## src/sv/cdcc_pkg.sv

```systemverilog
// cdcc_pkg: widths, register codes and shared structs for the colour
// distance cell classifier. no dependencies; every other file uses it.
`default_nettype none

package cdcc_pkg;

  localparam int LANES            = 8;
  localparam int CELL_PIXELS_DEF  = 8;
  localparam int CHAN_W           = 8;
  localparam int PIX_W            = 3 * CHAN_W;
  localparam int SQ_W             = 2 * CHAN_W;
  localparam int SUM_W            = SQ_W + 2;
  localparam int DIST_W           = 9;
  localparam int ROOT_BITS        = SUM_W / 2;
  localparam int REM_W            = DIST_W + 1;
  localparam int CNT_W            = 4;
  localparam int THR_W            = 9;
  localparam int PIPE_STAGES      = 2 + ROOT_BITS;
  localparam int APB_DATA_W       = 32;
  localparam int REG_IDX_W        = 3;
  localparam int APB_ADDR_W       = REG_IDX_W + 2;

  localparam logic [THR_W-1:0] FAR_THR_RESET = THR_W'(442);

  typedef enum logic [REG_IDX_W-1:0] {
    REG_REF_RED   = 3'd0,
    REG_REF_GREEN = 3'd1,
    REG_REF_BLUE  = 3'd2,
    REG_CLOSE_THR = 3'd3,
    REG_FAR_THR   = 3'd4
  } reg_idx_e;

  typedef struct packed {
    logic [CHAN_W-1:0] ref_red;
    logic [CHAN_W-1:0] ref_green;
    logic [CHAN_W-1:0] ref_blue;
    logic [THR_W-1:0]  close_thr;
    logic [THR_W-1:0]  far_thr;
  } cfg_t;

  typedef struct packed {
    logic                             is_vegetation;
    logic [CNT_W-1:0]                 close_count;
    logic [LANES-1:0][DIST_W-1:0]     lane_dist;
  } res_t;

endpackage

`default_nettype wire

```

## src/sv/cdcc_merge.sv

```systemverilog
// cdcc_merge: compares lane distances with the thresholds, counts close
// pixels and holds the result beat. depends on cdcc_pkg.
`default_nettype none

module cdcc_merge #(
  parameter int CELL_PIXELS = cdcc_pkg::CELL_PIXELS_DEF
) (
  input  wire logic                                                clk_i,
  input  wire logic                                                rst_ni,
  input  wire logic                                                en_i,
  input  wire logic                                                vld_i,
  input  wire cdcc_pkg::cfg_t                                      cfg_i,
  input  wire logic [cdcc_pkg::LANES-1:0][cdcc_pkg::DIST_W-1:0]    dist_i,
  output logic                                                     valid_o,
  output cdcc_pkg::res_t                                           res_o
);

  logic [cdcc_pkg::CNT_W-1:0]  cnt;
  logic                        too_far;
  logic                        valid_q;
  cdcc_pkg::res_t              res_q, res_d;

  always_comb begin
    cnt     = '0;
    too_far = 1'b0;
    for (int i = 0; i < cdcc_pkg::LANES; i++) begin
      if (i < CELL_PIXELS) begin
        if (dist_i[i] < cfg_i.close_thr) cnt = cnt + cdcc_pkg::CNT_W'(1);
        if (dist_i[i] > cfg_i.far_thr)   too_far = 1'b1;
      end
    end
    res_d.is_vegetation = (cnt != '0) && !too_far;
    res_d.close_count   = cnt;
    res_d.lane_dist     = dist_i;
  end

  always_ff @(posedge clk_i or negedge rst_ni) begin
    if (!rst_ni) begin
      valid_q <= 1'b0;
    end else if (en_i) begin
      valid_q <= vld_i;
    end
  end

  always_ff @(posedge clk_i) begin
    if (en_i) begin
      res_q <= res_d;
    end
  end

  assign valid_o = valid_q;
  assign res_o   = res_q;

endmodule

`default_nettype wire

```

## config.mk

```make
export PLATFORM = sky130hd
export DESIGN_NAME = cdcc_merge
export DESIGN_NICKNAME = d
export VERILOG_FILES = /design/src/sv/cdcc_pkg.sv /design/src/sv/cdcc_merge.sv
export SDC_FILE = /design/constraint.sdc
export NUM_CORES = 1
export LEC_CHECK = 0
export BUFFER_PORTS_ARGS = -buffer_cell sky130_fd_sc_hd__buf_2
export CAP_MARGIN = 20
export CORE_ASPECT_RATIO = 2
export CORE_MARGIN = 10
export CORE_UTILIZATION = 50
export CTS_CLUSTER_SIZE = 28
export DETAILED_ROUTE_END_ITERATION = 16
export PLACE_DENSITY = 0.78
export SLEW_MARGIN = 20
export SYNTH_ARGS = -nofsm -noshare
export SYNTH_HDL_FRONTEND = slang
export SYNTH_SLANG_ARGS = --single-unit
```

## constraint.sdc

```tcl
create_clock -name clk_i -period 1.2 [get_ports clk_i]
set_input_delay 0.24 -clock clk_i [delete_from_list [all_inputs] [get_ports clk_i]]
set_output_delay 0.24 -clock clk_i [all_outputs]
set_load 0.1 [all_outputs]
```

==> flow_summary.ini <==
[routing]
drt-total-wl_um = 23320
wl_met2_um = 13130
vias_per_cell = 5.873
route.detailed.drc = 0
top_layer_used = met4
wl_per_cell_um = 23.14
first_pass_iters = 5
drt-initial-drc-count = 346
postRouteAntennaNets = 0
num_vias = 5920
met3_length_um = 1489
wl_met1_um = 7371

[placement]
port-buffer-count = 171
dp.cells = 982
placed_area_um2 = 9254
globalplace.congestion = 0.9246
dp_hpwl_um = 19220

[final_layout]
num_antenna_cells = 0
fin_cells = 1008
final_cell_mix = 144 x buf_4, 136 x ha_1, 90 x buf_2
post-route-util = 0.8377
final_area_um2 = 9802
layout_commonest_cell = buf_4
drive_gt1_frac = 0.4253
nNetsFinal = 1118
area_growth_pct = 64.20

[sta]
min_period_ns = 4.337
maxSlewViolCount = 0
finalHoldViolations = 0
tightest_slew_ns = 0.6714
fin_crit_sh = 3.614
max_freq_mhz = 230.6
relSlewSlack = 0.5476
fin_skew_ns = 0
setup_violations = 26
rsz0062_at_grt = yes
worst_slack_ns = -3.137

[floorplanning]
die-area_um2 = 16970
start_util = 0.5102
coreArea_um2 = 11700
io_pins = 196
die_height_um = 174.5
num_rows = 56
fp.dieW_um = 97.26

[global_routing]
grt_pass1_vias = 6559
grt_max_degree = 31
track_usage = 0.2650
overflow = 0
antenna_found_initial = 0
grt_pass1_wl_um = 35580

[setup_path]
slowest_stage = a211o_1
crit-reg2reg-launch = valid_o
endpoint_kind = register
cp_max_fo = 5
cp-start-kind = input port
cp.arrival_ns = 4.43
critPathLaunch = cfg_i[11]
max_stage_delay_ns = 0.31
crit_type = input port to register
critical_path_required_ns = 1.29
crit_top_cell = ha_4

[yosys]
syn_nets = 789
avgSynthCellArea_um2 = 11.28
ys_ff_latch = 78
syn_area_um2 = 5969
yosysTopAreaCell = edfxtp_1
synth_enable_flop_cells = 77
syn_inst = 529
synth_ff_type = edfxtp_1
yosys.area.top_type_share = 0.3873
async_reset_ff_frac = 0.01282
ys_types = 54
synth_warnings = 0
yosysSeqAreaShare = 0.3915
synthTopCellsByArea = edfxtp_1 39%, ha_1 30%, a21oi_1 2.9%

[pwr]
p_per_area_nw_per_um2 = 1446
ir_drop_uv = 2524
total_power_w = 0.01417
p_leak_nw = 4.634

[hold_path]
min_from = dist_i[63]
min_path_type = input port to register

[clocking]
clk_pin_slew_worst_paths_ns = 0.07
htreeDepth = 3
cts_sinks = 78
tritoncts = yes
cts_buffers = 9
cts_buffer_depth = 2
clock_latency_ns = 0.34
root_buffer = clkbuf_16

[run]
drv_cap = 0

[outcome]
status = finished, violations left
failed_checks = negative setup slack
## timing repair
item | in CTS | in global routing
endpoints found under the setup margin | 33 | 62
setup buffers | 7 | 3
resized for setup | 21 | 13
endpoints found under the hold margin | 1 | 0
hold buffers | 1 | 0
pin swaps | 19 | 12
## layer usage
| layer | GRT usage | up-vias |
|---|---|---|
| li1 | - | 2737 |
| met1 | 0.2412 | 2808 |
| met2 | 0.5123 | 296 |
| met3 | 0.05838 | 79 |
| met4 | 0.1565 | 0 |
| met5 | 0 | - |
## cells in the mapped netlist, types with 2 or more instances
cell	count
or4_1	2
ha_1	142
o21a_1	13
mux2_2	2
edfxtp_1	77
nor2b_1	11
nor2_1	9
o31ai_1	2
nor3_1	4
and2_1	5
nand2_1	35
a31oi_1	5
o21bai_1	2
o211ai_1	3
xor2_1	3
a21oi_1	35
xnor2_1	10
or2b_1	2
a2111oi_0	2
nand2b_1	11
o21ai_0	30
a21o_1	9
a211o_1	3
o21ai_1	3
nor3b_1	2
o22ai_1	6
a311o_1	2
nand3_1	11
inv_1	35
a211oi_1	11
o32ai_1	8
and4_1	2
nand4_1	11
## report_power, final
part | switching [W] | leakage (nW) | internal [W]
Combinational | 0.00437 | 3.73 | 0.00340
Sequential | 0.000227 | 0.764 | 0.00337
Clock | 0.00118 | 0.136 | 0.00163
Total | 0.00578 | 4.63 | 0.00839
## stage by stage
step	setup TNS [ns]	worst slack, ns	hold WS (ns)
6_report	-14.38	-3.137	0.1019
5_1_grt	-16.01	-3.336	0.09930
4_1_cts	-14.36	-3.103	0.1027
3_5_place_dp	-16.28	-3.651	0.02171
3_3_place_gp	-15.76	-3.519	0.01476
2_1_floorplan	-15.32	-3.538	-0.05559
## logic make-up (layout without fill, tap and decap cells)
kind of cell,count (synthesis),count (layout),synth area share
flops,78,78,0.3915
simple gates,108,108,0.09579
mux,2,2,0.003773
compound gates,149,149,0.1658
xor+xnor,14,14,0.02285
buf+inv,36,370,0.02264
fa+ha+maj,142,142,0.2976
## worst max-delay path, delay by kind of cell
kind | cells | cell delay [ns]
compound gates | 8 | 1.63
fa+ha+maj | 4 | 0.89
buf+inv | 5 | 0.43
xor+xnor | 4 | 0.69
simple gates | 4 | 0.57
## path summary, 6_finish.rpt
| kind | to | slack [ns] | depth (start not counted) |
|---|---|---|---|
| worst max-delay path | res_o[76] | -3.14 | 25 |
| max in group asynchronous | valid_o | 0.90 | 2 |
| worst max register to register | valid_o | 0.38 | 1 |
| worst min-delay path | res_o[63] | 0.10 | 1 |
| min in group asynchronous | valid_o | 0.21 | 2 |
| worst min register to register | valid_o | 0.58 | 1 |
## flip-flops by register name, indices dropped and copies added (netlist names)
register	cells
valid_o	1
res_o	77
## area by class of cell
type	instances	area, um2
clock inverters	6	70.07
fillers	598	1899
clock buffers	10	229.0
repair buffers	319	3179
flip-flops and latches	78	2338
multi-input cells	415	3665
well taps	145	181.4
inverters	35	138.9
Note: power is estimated with default switching activity, not from simulation.
