<file path="config.mk">
export PLATFORM = sky130hd
export DESIGN_NAME = cdcc_regs
export DESIGN_NICKNAME = d
export VERILOG_FILES = /design/src/sv/cdcc_pkg.sv /design/src/sv/cdcc_regs.sv
export SDC_FILE = /design/constraint.sdc
export NUM_CORES = 1
export LEC_CHECK = 0
export CORE_AREA = 2 2 78 61
export CTS_CLUSTER_SIZE = 24
export DETAILED_ROUTE_END_ITERATION = 8
export DIE_AREA = 0 0 80 63
export DONT_BUFFER_PORTS = 1
export GPL_TIMING_DRIVEN = 0
export PLACE_DENSITY_LB_ADDON = 0.12
export SKIP_LAST_GASP = 1
export SLEW_MARGIN = 20
export SYNTH_ARGS = -nofsm -noshare
export SYNTH_HDL_FRONTEND = slang
export SYNTH_SLANG_ARGS = --single-unit
</file>
<file path="constraint.sdc">
create_clock -name clk_i -period 1.1 [get_ports clk_i]
set_input_delay 0.055 -clock clk_i [delete_from_list [all_inputs] [get_ports clk_i]]
set_output_delay 0.055 -clock clk_i [all_outputs]
set_load 0.01 [all_outputs]
</file>
<file path="src/sv/cdcc_pkg.sv">
// cdcc_pkg: widths, register codes and shared structs for the colour
// distance cell classifier. no dependencies; every other file uses it.
`default_nettype none

package cdcc_pkg;

  localparam int LANES            = 8;
  localparam int CELL_PIXELS_DEF  = 8;
  localparam int CHAN_W           = 8;
  localparam int PIX_W            = 3 * CHAN_W;
  localparam int SQ_W             = 2 * CHAN_W;
  localparam int SUM_W            = SQ_W + 2;
  localparam int DIST_W           = 9;
  localparam int ROOT_BITS        = SUM_W / 2;
  localparam int REM_W            = DIST_W + 1;
  localparam int CNT_W            = 4;
  localparam int THR_W            = 9;
  localparam int PIPE_STAGES      = 2 + ROOT_BITS;
  localparam int APB_DATA_W       = 32;
  localparam int REG_IDX_W        = 3;
  localparam int APB_ADDR_W       = REG_IDX_W + 2;

  localparam logic [THR_W-1:0] FAR_THR_RESET = THR_W'(442);

  typedef enum logic [REG_IDX_W-1:0] {
    REG_REF_RED   = 3'd0,
    REG_REF_GREEN = 3'd1,
    REG_REF_BLUE  = 3'd2,
    REG_CLOSE_THR = 3'd3,
    REG_FAR_THR   = 3'd4
  } reg_idx_e;

  typedef struct packed {
    logic [CHAN_W-1:0] ref_red;
    logic [CHAN_W-1:0] ref_green;
    logic [CHAN_W-1:0] ref_blue;
    logic [THR_W-1:0]  close_thr;
    logic [THR_W-1:0]  far_thr;
  } cfg_t;

  typedef struct packed {
    logic                             is_vegetation;
    logic [CNT_W-1:0]                 close_count;
    logic [LANES-1:0][DIST_W-1:0]     lane_dist;
  } res_t;

endpackage

`default_nettype wire

</file>
<file path="src/sv/cdcc_regs.sv">
// cdcc_regs: apb register file for reference colour and thresholds.
// depends on cdcc_pkg.
`default_nettype none

module cdcc_regs (
  input  wire logic                                clk_i,
  input  wire logic                                rst_ni,
  input  wire logic                                psel,
  input  wire logic                                penable,
  input  wire logic                                pwrite,
  input  wire logic [cdcc_pkg::APB_ADDR_W-1:0]     paddr,
  input  wire logic [cdcc_pkg::APB_DATA_W-1:0]     pwdata,
  output logic      [cdcc_pkg::APB_DATA_W-1:0]     prdata,
  output logic                                     pready,
  output cdcc_pkg::cfg_t                           cfg_o
);

  cdcc_pkg::cfg_t                      cfg_q, cfg_d;
  logic [cdcc_pkg::REG_IDX_W-1:0]      idx;
  logic                                wr_en;

  assign idx    = paddr[cdcc_pkg::APB_ADDR_W-1:2];
  assign wr_en  = psel && penable && pwrite;
  assign pready = 1'b1;
  assign cfg_o  = cfg_q;

  always_comb begin
    cfg_d = cfg_q;
    if (wr_en) begin
      unique case (idx)
        cdcc_pkg::REG_REF_RED:   cfg_d.ref_red   = pwdata[cdcc_pkg::CHAN_W-1:0];
        cdcc_pkg::REG_REF_GREEN: cfg_d.ref_green = pwdata[cdcc_pkg::CHAN_W-1:0];
        cdcc_pkg::REG_REF_BLUE:  cfg_d.ref_blue  = pwdata[cdcc_pkg::CHAN_W-1:0];
        cdcc_pkg::REG_CLOSE_THR: cfg_d.close_thr = pwdata[cdcc_pkg::THR_W-1:0];
        cdcc_pkg::REG_FAR_THR:   cfg_d.far_thr   = pwdata[cdcc_pkg::THR_W-1:0];
        default: ;
      endcase
    end
  end

  always_ff @(posedge clk_i or negedge rst_ni) begin
    if (!rst_ni) begin
      cfg_q <= '{ref_red: '0, ref_green: '0, ref_blue: '0, close_thr: '0,
                 far_thr: cdcc_pkg::FAR_THR_RESET};
    end else begin
      cfg_q <= cfg_d;
    end
  end

  always_comb begin
    prdata = '0;
    unique case (idx)
      cdcc_pkg::REG_REF_RED:   prdata = cdcc_pkg::APB_DATA_W'(cfg_q.ref_red);
      cdcc_pkg::REG_REF_GREEN: prdata = cdcc_pkg::APB_DATA_W'(cfg_q.ref_green);
      cdcc_pkg::REG_REF_BLUE:  prdata = cdcc_pkg::APB_DATA_W'(cfg_q.ref_blue);
      cdcc_pkg::REG_CLOSE_THR: prdata = cdcc_pkg::APB_DATA_W'(cfg_q.close_thr);
      cdcc_pkg::REG_FAR_THR:   prdata = cdcc_pkg::APB_DATA_W'(cfg_q.far_thr);
      default:                 prdata = '0;
    endcase
  end

endmodule

`default_nettype wire

</file>
==> summary.txt <==
Combinational power share: 0.192
Switch share: 0.3011
Prevailing post-synth register cell: dfrtp_1
Die area: 5040 um^2
Final nets: 251
Grt met2 use: 0.3635
Post-route DRC: 0
Fillers: 341
Met1 global-route usage: 0.2561
Vias in the first global route: 1,517
Drt initial violations: 62
Final Cycle Share: 1.252
Met3 global-route usage: 0.09249
Chip Width: 80 um
Pre-antenna DRT Iters: 4
Worst path arrival time: 1.32 ns
Ant diodes: 0
Clk_lat worst skew: 0.29 ns
Clock power frac: 0.271
Initial core utilization: 0.5064
Lkg Pwr: 0.001281 uW
Synth top area cells: dfrtp_1, mux2_2, buf_4
# rows: 21
Async set-reset flop share out of synthesis: 1.000
Clock Path Buffers: 2
Status: complete, but fails checks
Post-synthesis sequential area ratio: 0.4851
Max Cap Violations: 0
CTS tree: built
Power Internal: 3038 uW
R2R Setup Slk: 0.25 ns
Tightest Pin Transition: 0.8074 ns
Detail Route Antenna Nets: 0
CP endpoint kind: output port
HPWL Detailed: 3598 um
Final Max Slew Viols: 0
Clock Tree Root: clkbuf_8
Syn Inst Count: 167
Htree depth: 2
Worst min path class: input pin to flop
Failing checks: setup timing
Syn Area/Cell: 13.07 um^2
WL final: 5199 um
CP Launch Type: flop
Vert. Die Dim: 63 um
Share of layout cells above drive strength 1: 0.5762
Largest net degree at the start of global routing: 43
Overall power: 4347 uW
First-pass GRT wire length: 8031 um
Clock skew: 0 ns
Synth top area share: 0.4128
Antenna violations before repair: 0
CTS sink cnt: 42
Synth Warn #: 0
Leading area contributor after synthesis: dfrtp_1
Via count: 1,420
Core area: 4309 um^2
Min cycle time layout: 1.377 ns
Layer with the highest usage: met2
P_sw: 1309 uW
Total grt overflow: 0
WS Path Type: flop to output port
Clk slew on worst S/H paths: 0.08 ns
PD cells: 1614 nW/um^2
I/O Buffers: 0
Number of flops mapped to enable cells by yosys: 0
Setup-failing EPs final: 8
Commonest non-fill, non-tap cell in the layout: mux2_2
Critical Path RT: 1.04 ns
Max_slew headroom: 0.4617
Number of flip-flops in the largest register: 42
Highest clock rate: 726.1 MHz
Drt wl/cell: 19.47 um
Number of synthesized register bits: 42
Layout area overhead: 23.45%
Fin. Hold Viols: 0
Setup ws final: -0.2773 ns
Total GRT Usage: 0.2177
Unrepaired setup endpoints after global routing: yes
Via/cell ratio: 5.318
Clock buffer count from CTS: 5
Post-Syn Area: 2182 um^2
Pre-CTS setup slack: -0.3118 ns
Reg power frac: 0.537
Crit Path Max Fanout: 3
Netlist cell types: 26
Commonest cells after routing, fill and taps aside: mux2_2, dfrtp_1, buf_4
Io pins: 117
RePlAce Congestion: 0.7774
Worst vdd ir: 0.9108 mV
==> repair_timing <==
action | 4_1_cts | 5_1_grt
pin swaps | 2 | 3
gates resized for setup | 23 | 12
endpoints found under the setup margin | 10 | 14
hold endpoints to repair | 84 | 0
hold buffers | 11 | 0
buffers inserted | 0 | 2
==> through the flow <==
step | instance area [um^2] | util | TNS [ns] | hold WS (ns) | std cells
finish | 2694 | 0.6251 | -1.972 | 0.07471 | 267
global route | 2694 | 0.6251 | -2.435 | 0.06941 | 267
CTS | 2628 | 0.6098 | -2.020 | 0.07142 | 265
detailed placement | 2336 | 0.5421 | -9.261 | -0.2399 | 246
global placement | 2336 | 0.5421 | -8.854 | -0.2399 | 246
floorplan | 2265 | - | -0.5480 | -0.2406 | 189
==> worst paths after layout <==
kind                                       startpoint                    end  cells after the start
worst max-delay path            cfg_o[23]$_DFFE_PN0P_              prdata[5]                      3
worst min-delay path                         paddr[3]  cfg_o[32]$_DFFE_PN0P_                      2
worst max register to register  cfg_o[38]$_DFFE_PN0P_  cfg_o[38]$_DFFE_PN0P_                      1
worst min register to register  cfg_o[12]$_DFFE_PN0P_  cfg_o[12]$_DFFE_PN0P_                      1
max in group asynchronous                      rst_ni   cfg_o[5]$_DFFE_PN1P_                      2
min in group asynchronous                      rst_ni  cfg_o[17]$_DFFE_PN0P_                      2
==> synthesized netlist by cell type (2+ instances only) <==
master,number
a22oi_1,7
a32oi_1,8
and2b_1,2
and3_1,2
buf_2,3
buf_4,24
clkbuf_1,3
conb_1,2
dfrtp_1,36
dfstp_2,6
mux2_2,42
mux2_4,8
nand2_1,2
nor2_1,2
o21ai_0,9
==> cells by family (layout without fill, tap and decap cells) <==
kind of cell           after synthesis  after routing  synth area share
AOI/OAI and AO/OA                   25             25           0.08085
muxes                               50             50            0.2718
other                                2             24          0.003442
and+or+nand+nor                     16             16           0.05734
buffers and inverters               32             53            0.1015
DFF                                 42             42            0.4851
==> worst max-delay path, stage by stage, from the launching register on <==
cell	delay, ns
dfrtp_1	0.43
mux2_2	0.28
a32oi_1	0.20
o21ai_2	0.13
==> metal layers <==
metal / routed length [um] / vias to the layer above
li1: - / 646
met1: 2035 / 698
met2: 2588 / 67
met3: 508 / 9
met4: 67 / 0
met5: 0 / -
==> final cells by class <==
type	count	area [um^2]	area share
repair buffers	13	135.1	0.05016
well taps	57	71.32	0.02647
clock buffers	5	68.82	0.02555
clock inverters	3	40.04	0.01486
inverters	1	3.754	0.001393
multi-input cells	115	1094	0.4059
plain buffers	31	217.7	0.08082
flip-flops and latches	42	1064	0.3948
==> power groups by stage <==
stage / clock [uW] / sequential, uW / combinational (uW)
after floorplan: 0 / 2250 / 595
after global placement: 0 / 2330 / 648
after detailed placement: 0 / 2350 / 671
after CTS: 1200 / 2330 / 801
after global routing: 1280 / 2380 / 916
final: 1180 / 2330 / 836
Power figures use the tool's default switching activity.
