<file path="config.mk">
export PLATFORM = sky130hd
export DESIGN_NAME = cdcc_lane
export DESIGN_NICKNAME = d
export VERILOG_FILES = /design/src/sv/cdcc_pkg.sv /design/src/sv/cdcc_lane.sv
export SDC_FILE = /design/constraint.sdc
export NUM_CORES = 1
export LEC_CHECK = 0
export ABC_AREA = 0
export CAP_MARGIN = 5
export CORE_UTILIZATION = 51
export CTS_BUF_LIST = sky130_fd_sc_hd__clkbuf_2 sky130_fd_sc_hd__clkbuf_4 sky130_fd_sc_hd__clkbuf_8
export CTS_CLUSTER_SIZE = 28
export DETAILED_ROUTE_END_ITERATION = 10
export DONT_BUFFER_PORTS = 1
export PLACE_DENSITY = 0.73
export SLEW_MARGIN = 10
export SYNTH_ARGS = -nofsm -noshare
export SYNTH_HDL_FRONTEND = slang
export SYNTH_SLANG_ARGS = --single-unit
export TNS_END_PERCENT = 100
</file>
<file path="constraint.sdc">
create_clock -name clk_i -period 9.1 [get_ports clk_i]
set_input_delay 0.455 -clock clk_i [delete_from_list [all_inputs] [get_ports clk_i]]
set_output_delay 0.455 -clock clk_i [all_outputs]
set_load 0.02 [all_outputs]
</file>
<file path="src/sv/cdcc_pkg.sv">
// cdcc_pkg: widths, register codes and shared structs for the colour
// distance cell classifier. no dependencies; every other file uses it.
`default_nettype none

package cdcc_pkg;

  localparam int LANES            = 8;
  localparam int CELL_PIXELS_DEF  = 8;
  localparam int CHAN_W           = 8;
  localparam int PIX_W            = 3 * CHAN_W;
  localparam int SQ_W             = 2 * CHAN_W;
  localparam int SUM_W            = SQ_W + 2;
  localparam int DIST_W           = 9;
  localparam int ROOT_BITS        = SUM_W / 2;
  localparam int REM_W            = DIST_W + 1;
  localparam int CNT_W            = 4;
  localparam int THR_W            = 9;
  localparam int PIPE_STAGES      = 2 + ROOT_BITS;
  localparam int APB_DATA_W       = 32;
  localparam int REG_IDX_W        = 3;
  localparam int APB_ADDR_W       = REG_IDX_W + 2;

  localparam logic [THR_W-1:0] FAR_THR_RESET = THR_W'(442);

  typedef enum logic [REG_IDX_W-1:0] {
    REG_REF_RED   = 3'd0,
    REG_REF_GREEN = 3'd1,
    REG_REF_BLUE  = 3'd2,
    REG_CLOSE_THR = 3'd3,
    REG_FAR_THR   = 3'd4
  } reg_idx_e;

  typedef struct packed {
    logic [CHAN_W-1:0] ref_red;
    logic [CHAN_W-1:0] ref_green;
    logic [CHAN_W-1:0] ref_blue;
    logic [THR_W-1:0]  close_thr;
    logic [THR_W-1:0]  far_thr;
  } cfg_t;

  typedef struct packed {
    logic                             is_vegetation;
    logic [CNT_W-1:0]                 close_count;
    logic [LANES-1:0][DIST_W-1:0]     lane_dist;
  } res_t;

endpackage

`default_nettype wire

</file>
<file path="src/sv/cdcc_lane.sv">
// cdcc_lane: one pixel's colour distance: squared channel differences,
// their sum, then a one-bit-per-stage square root. depends on cdcc_pkg.
`default_nettype none

module cdcc_lane (
  input  wire logic                              clk_i,
  input  wire logic                              en_i,
  input  wire cdcc_pkg::cfg_t                    cfg_i,
  input  wire logic [cdcc_pkg::PIX_W-1:0]        pixel_i,
  output logic      [cdcc_pkg::DIST_W-1:0]       dist_o
);

  localparam int CW = cdcc_pkg::CHAN_W;
  localparam int RB = cdcc_pkg::ROOT_BITS;

  logic [CW-1:0]                 chan [3];
  logic [CW-1:0]                 refc [3];
  logic [CW-1:0]                 diff [3];
  logic [cdcc_pkg::SQ_W-1:0]     sq_q [3];
  logic [cdcc_pkg::SUM_W-1:0]    sum_q;

  // square-root pipeline: index k is the input of step k
  logic [cdcc_pkg::SUM_W-1:0]    rad_s  [RB+1];
  logic [cdcc_pkg::DIST_W-1:0]   root_s [RB+1];
  logic [cdcc_pkg::REM_W-1:0]    rem_s  [RB+1];

  assign chan[0] = pixel_i[3*CW-1:2*CW];
  assign chan[1] = pixel_i[2*CW-1:CW];
  assign chan[2] = pixel_i[CW-1:0];
  assign refc[0] = cfg_i.ref_red;
  assign refc[1] = cfg_i.ref_green;
  assign refc[2] = cfg_i.ref_blue;

  always_comb begin
    for (int c = 0; c < 3; c++) begin
      diff[c] = (chan[c] > refc[c]) ? (chan[c] - refc[c]) : (refc[c] - chan[c]);
    end
  end

  always_ff @(posedge clk_i) begin
    if (en_i) begin
      for (int c = 0; c < 3; c++) begin
        sq_q[c] <= cdcc_pkg::SQ_W'(diff[c]) * cdcc_pkg::SQ_W'(diff[c]);
      end
      sum_q <= cdcc_pkg::SUM_W'(sq_q[0]) + cdcc_pkg::SUM_W'(sq_q[1])
             + cdcc_pkg::SUM_W'(sq_q[2]);
    end
  end

  assign rad_s[0]  = sum_q;
  assign root_s[0] = '0;
  assign rem_s[0]  = '0;

  for (genvar k = 0; k < RB; k++) begin : g_step
    logic [cdcc_pkg::REM_W+1:0]   cur;
    logic [cdcc_pkg::REM_W-1:0]   trial;
    logic                         take;
    logic [cdcc_pkg::SUM_W-1:0]   rad_q;
    logic [cdcc_pkg::DIST_W-1:0]  root_q;
    logic [cdcc_pkg::REM_W-1:0]   rem_q;

    // bring down the next two radicand bits, try root*4+1
    always_comb begin
      cur   = {rem_s[k], rad_s[k][cdcc_pkg::SUM_W-1 -: 2]};
      trial = {root_s[k][cdcc_pkg::DIST_W-2:0], 2'b01};
      take  = (cur >= (cdcc_pkg::REM_W+2)'(trial));
    end

    always_ff @(posedge clk_i) begin
      if (en_i) begin
        rem_q  <= take ? cdcc_pkg::REM_W'(cur - (cdcc_pkg::REM_W+2)'(trial))
                       : cur[cdcc_pkg::REM_W-1:0];
        root_q <= {root_s[k][cdcc_pkg::DIST_W-2:0], take};
        rad_q  <= rad_s[k] << 2;
      end
    end

    assign rad_s[k+1]  = rad_q;
    assign root_s[k+1] = root_q;
    assign rem_s[k+1]  = rem_q;
  end

  assign dist_o = root_s[RB];

endmodule

`default_nettype wire

</file>
==> metrics.txt <==
DR vias/cell 5.31; number of distinct library cells after synthesis 73; Max FO, Critical Path 11; DIE AREA 36300 sq um; final wirelength 29.0 mm; Worst EP required 9.38 ns; IO Port Bufs 0; Max H-tree Level 2; asr flop ratio synth 0%; initial antenna violation count 0; Avg Cell Area, Syn 11.1 sq um; DR DRC count 0; global-route wire length before repair 50.6 mm; Min-Delay Path Class in2reg; detailed-route via count 11300; Ports 77; number of inserted diodes 0; crit-path max cell delay 0.81 ns; Seq. cell area 7600 sq um; Syn Inst Count 1634; Core ar. 34700 sq um; status completed; largest family of logic cells by synthesized area adder cells; Max Slew Vio Count 0; worst slew pin tran 1.01 ns; top-area cell type share of the netlist area 41.9%; Compound-Gate Fraction of Synth Area 10.2%; die height 190 um; Post-Synth XOR/XNOR Area 5.74%; clk_lat worst skew 0.55 ns; Detail Route Antenna Nets 0; Final Skew 0.0360 ns; metal2 WL 15.5 mm; Top FF cell, synth edfxtp_1; largest net degree at the start of global routing 254; CTS max path bufs 3; part of the cycle the worst path needs 73.1%; starting density of the core 52.2%; share of cells above drive strength 1 6.37%; YS warnings 0; CTS root buf clkbuf_8; area of the multi-input gates 9380 sq um; CTS tree built; synthesized area 18100 sq um; Bufs and invs on worst path 5; Area Growth Syn to Fin 6.72%; TritonRoute pass-1 iters 6; DRT iter0 DRCs 398; most numerous cell in the Yosys netlist inv_1; Post-DP Area 18600 sq um; post-synthesis mux area share 1.60%; CP Launch Type input port; layout net count 2020; fill count 2956; final hold vios 0; GRT Util Overall 16.7%; # rows 68; min Tclk post-route 6.66 ns; Area contributors post-synth edfxtp_1 (42%), ha_1 (14%), fa_1 (11%), inv_1 (5.6%), xnor2_1 (3.3%); number of flops mapped to enable cells by yosys 253; Setup Buffers After CTS 0; vias in the first global route 11800; Avg WL per Cell 13.6 um; Die W 190 um; CTS clock-pin slew for the worst setup and hold paths 0.06 ns; RSZ-0062 raised after global routing false; Final setup violation count 0; Worst path slowest cell xnor2_1; Post-Synth Simple-Gate Area 9.49%; Worst setup EP type flop; Yosys reg bits 253; Setup CP Type in2reg; Final Cell Area 19300 sq um; Worst EP arrival 6.93 ns; CP delay by family, top adder cells; Max-slew headroom 31.9%; dpl hpwl 22.0 mm; Hold WS 0.0886 ns; Placer Congestion 0.883; Hold-fix buffers, CTS 0; post-route setup TNS 0 ns; Synth Area in Adders 24.7%; total length of routed met3 wires 968 um; highest metal used met4; Num CTS Buffers 42; Sink Count 253; fmax 0.150 GHz; GRT overflow 0; PostCTS Resize Cnt 0; dominant cell type by area after synthesis edfxtp_1; met1 wire length 11.7 mm; CP Cell Sequence inv_1, ha_1, inv_1, fa_1, a21o_1, a221oi_2, o22ai_2, mux2i_1, xnor2_1, or2_2, fa_1, inv_1, fa_1, fa_1, inv_1, fa_1, inv_1, ha_1, or2_2, o311ai_0, o21bai_1, a21o_1, a21oi_1, xnor2_1; share of the yosys chip area belonging to registers 41.9%; top cells by count, synth inv_1 (270), edfxtp_1 (253), ha_1 (202); max-cap violation count 0
==> flip-flops by register name, indices dropped and copies added (netlist names) <==
register and flops:
g_step.rem_q 73, dist_o 9, sum_q 18, g_step.root_q 36, sq_q 45, g_step.rad_q 72
==> area by class of cell <==
| type | instances | area share, % |
|---|---|---|
| inverter | 271 | 5.26 |
| sequential | 253 | 39.3 |
| timing repair buffer | 1 | 0.0388 |
| clock buffer | 53 | 3.42 |
| tap | 455 | 2.95 |
| multi-input combinational | 1084 | 48.5 |
| clock inverter | 17 | 0.498 |
==> stage by stage <==
stage | setup slack, ns | std cells | utilization (%)
after global placement | 1.99 | 2064 | 53.5
after global routing | 2.02 | 2134 | 55.7
after floorplan | 2.68 | 1637 | -
final | 2.44 | 2134 | 55.7
after CTS | 2.53 | 2134 | 55.7
after detailed placement | 2.02 | 2064 | 53.5
==> cells by family (layout without fill, tap and decap cells) <==
family	after synthesis	in the layout
mux	28	28
other cells	1	4
compound gates	283	283
xor+xnor	114	114
fa+ha+maj	299	299
simple gates	356	356
flops	253	253
buf+inv	300	342
==> metal layers <==
metal | vias to the layer above | global-route usage, %
li1 | 5646 | -
met1 | 5418 | 18.7
met2 | 191 | 31.6
met3 | 66 | 2.63
met4 | 0 | 6.28
met5 | - | 0
==> path summary, 6_finish.rpt <==
path	start	endpoint	slack, ns	depth (start not counted)
worst max-delay path	pixel_i[16]	sq_q[0][13]$_DFFE_PP_	2.44	24
worst min-delay path	en_i	dist_o[8]$_DFFE_PP_	0.09	0
worst max register to register	g_step[4].root_q[0]$_DFFE_PP_	g_step[5].rem_q[9]$_DFFE_PP_	6.20	10
worst min register to register	g_step[1].rad_q[13]$_DFFE_PP_	g_step[2].rad_q[15]$_DFFE_PP_	0.38	0
==> layout by cell type, fill, tap and decap left out, types with 4 or more instances in the layout <==
master / instances
o21bai_1: 6
nand3_1: 13
inv_1: 270
clkinv_1: 13
nor4_1: 9
or3_1: 6
nor3_1: 27
clkbuf_8: 42
a31o_2: 5
edfxtp_1: 253
a21o_1: 38
or2_2: 20
xnor2_1: 69
o31a_1: 4
conb_1: 4
o211ai_1: 4
nor2_1: 140
nand2_1: 61
mux2i_1: 20
nor2b_1: 18
and2_1: 6
o21a_1: 22
o31ai_1: 6
mux2_2: 8
ha_1: 202
o21ai_0: 71
nand2b_1: 19
and3_1: 4
nor4b_1: 5
nand4_1: 9
a21oi_1: 69
fa_1: 97
a21boi_0: 4
a31oi_1: 13
xor2_1: 41
and4_1: 4
a221oi_1: 6
a211oi_1: 8
clkbuf_4: 11
Power is left out: the tool's default activity adds up to more than one toggle a clock period on the data nets, which glitch-free logic cannot reach.
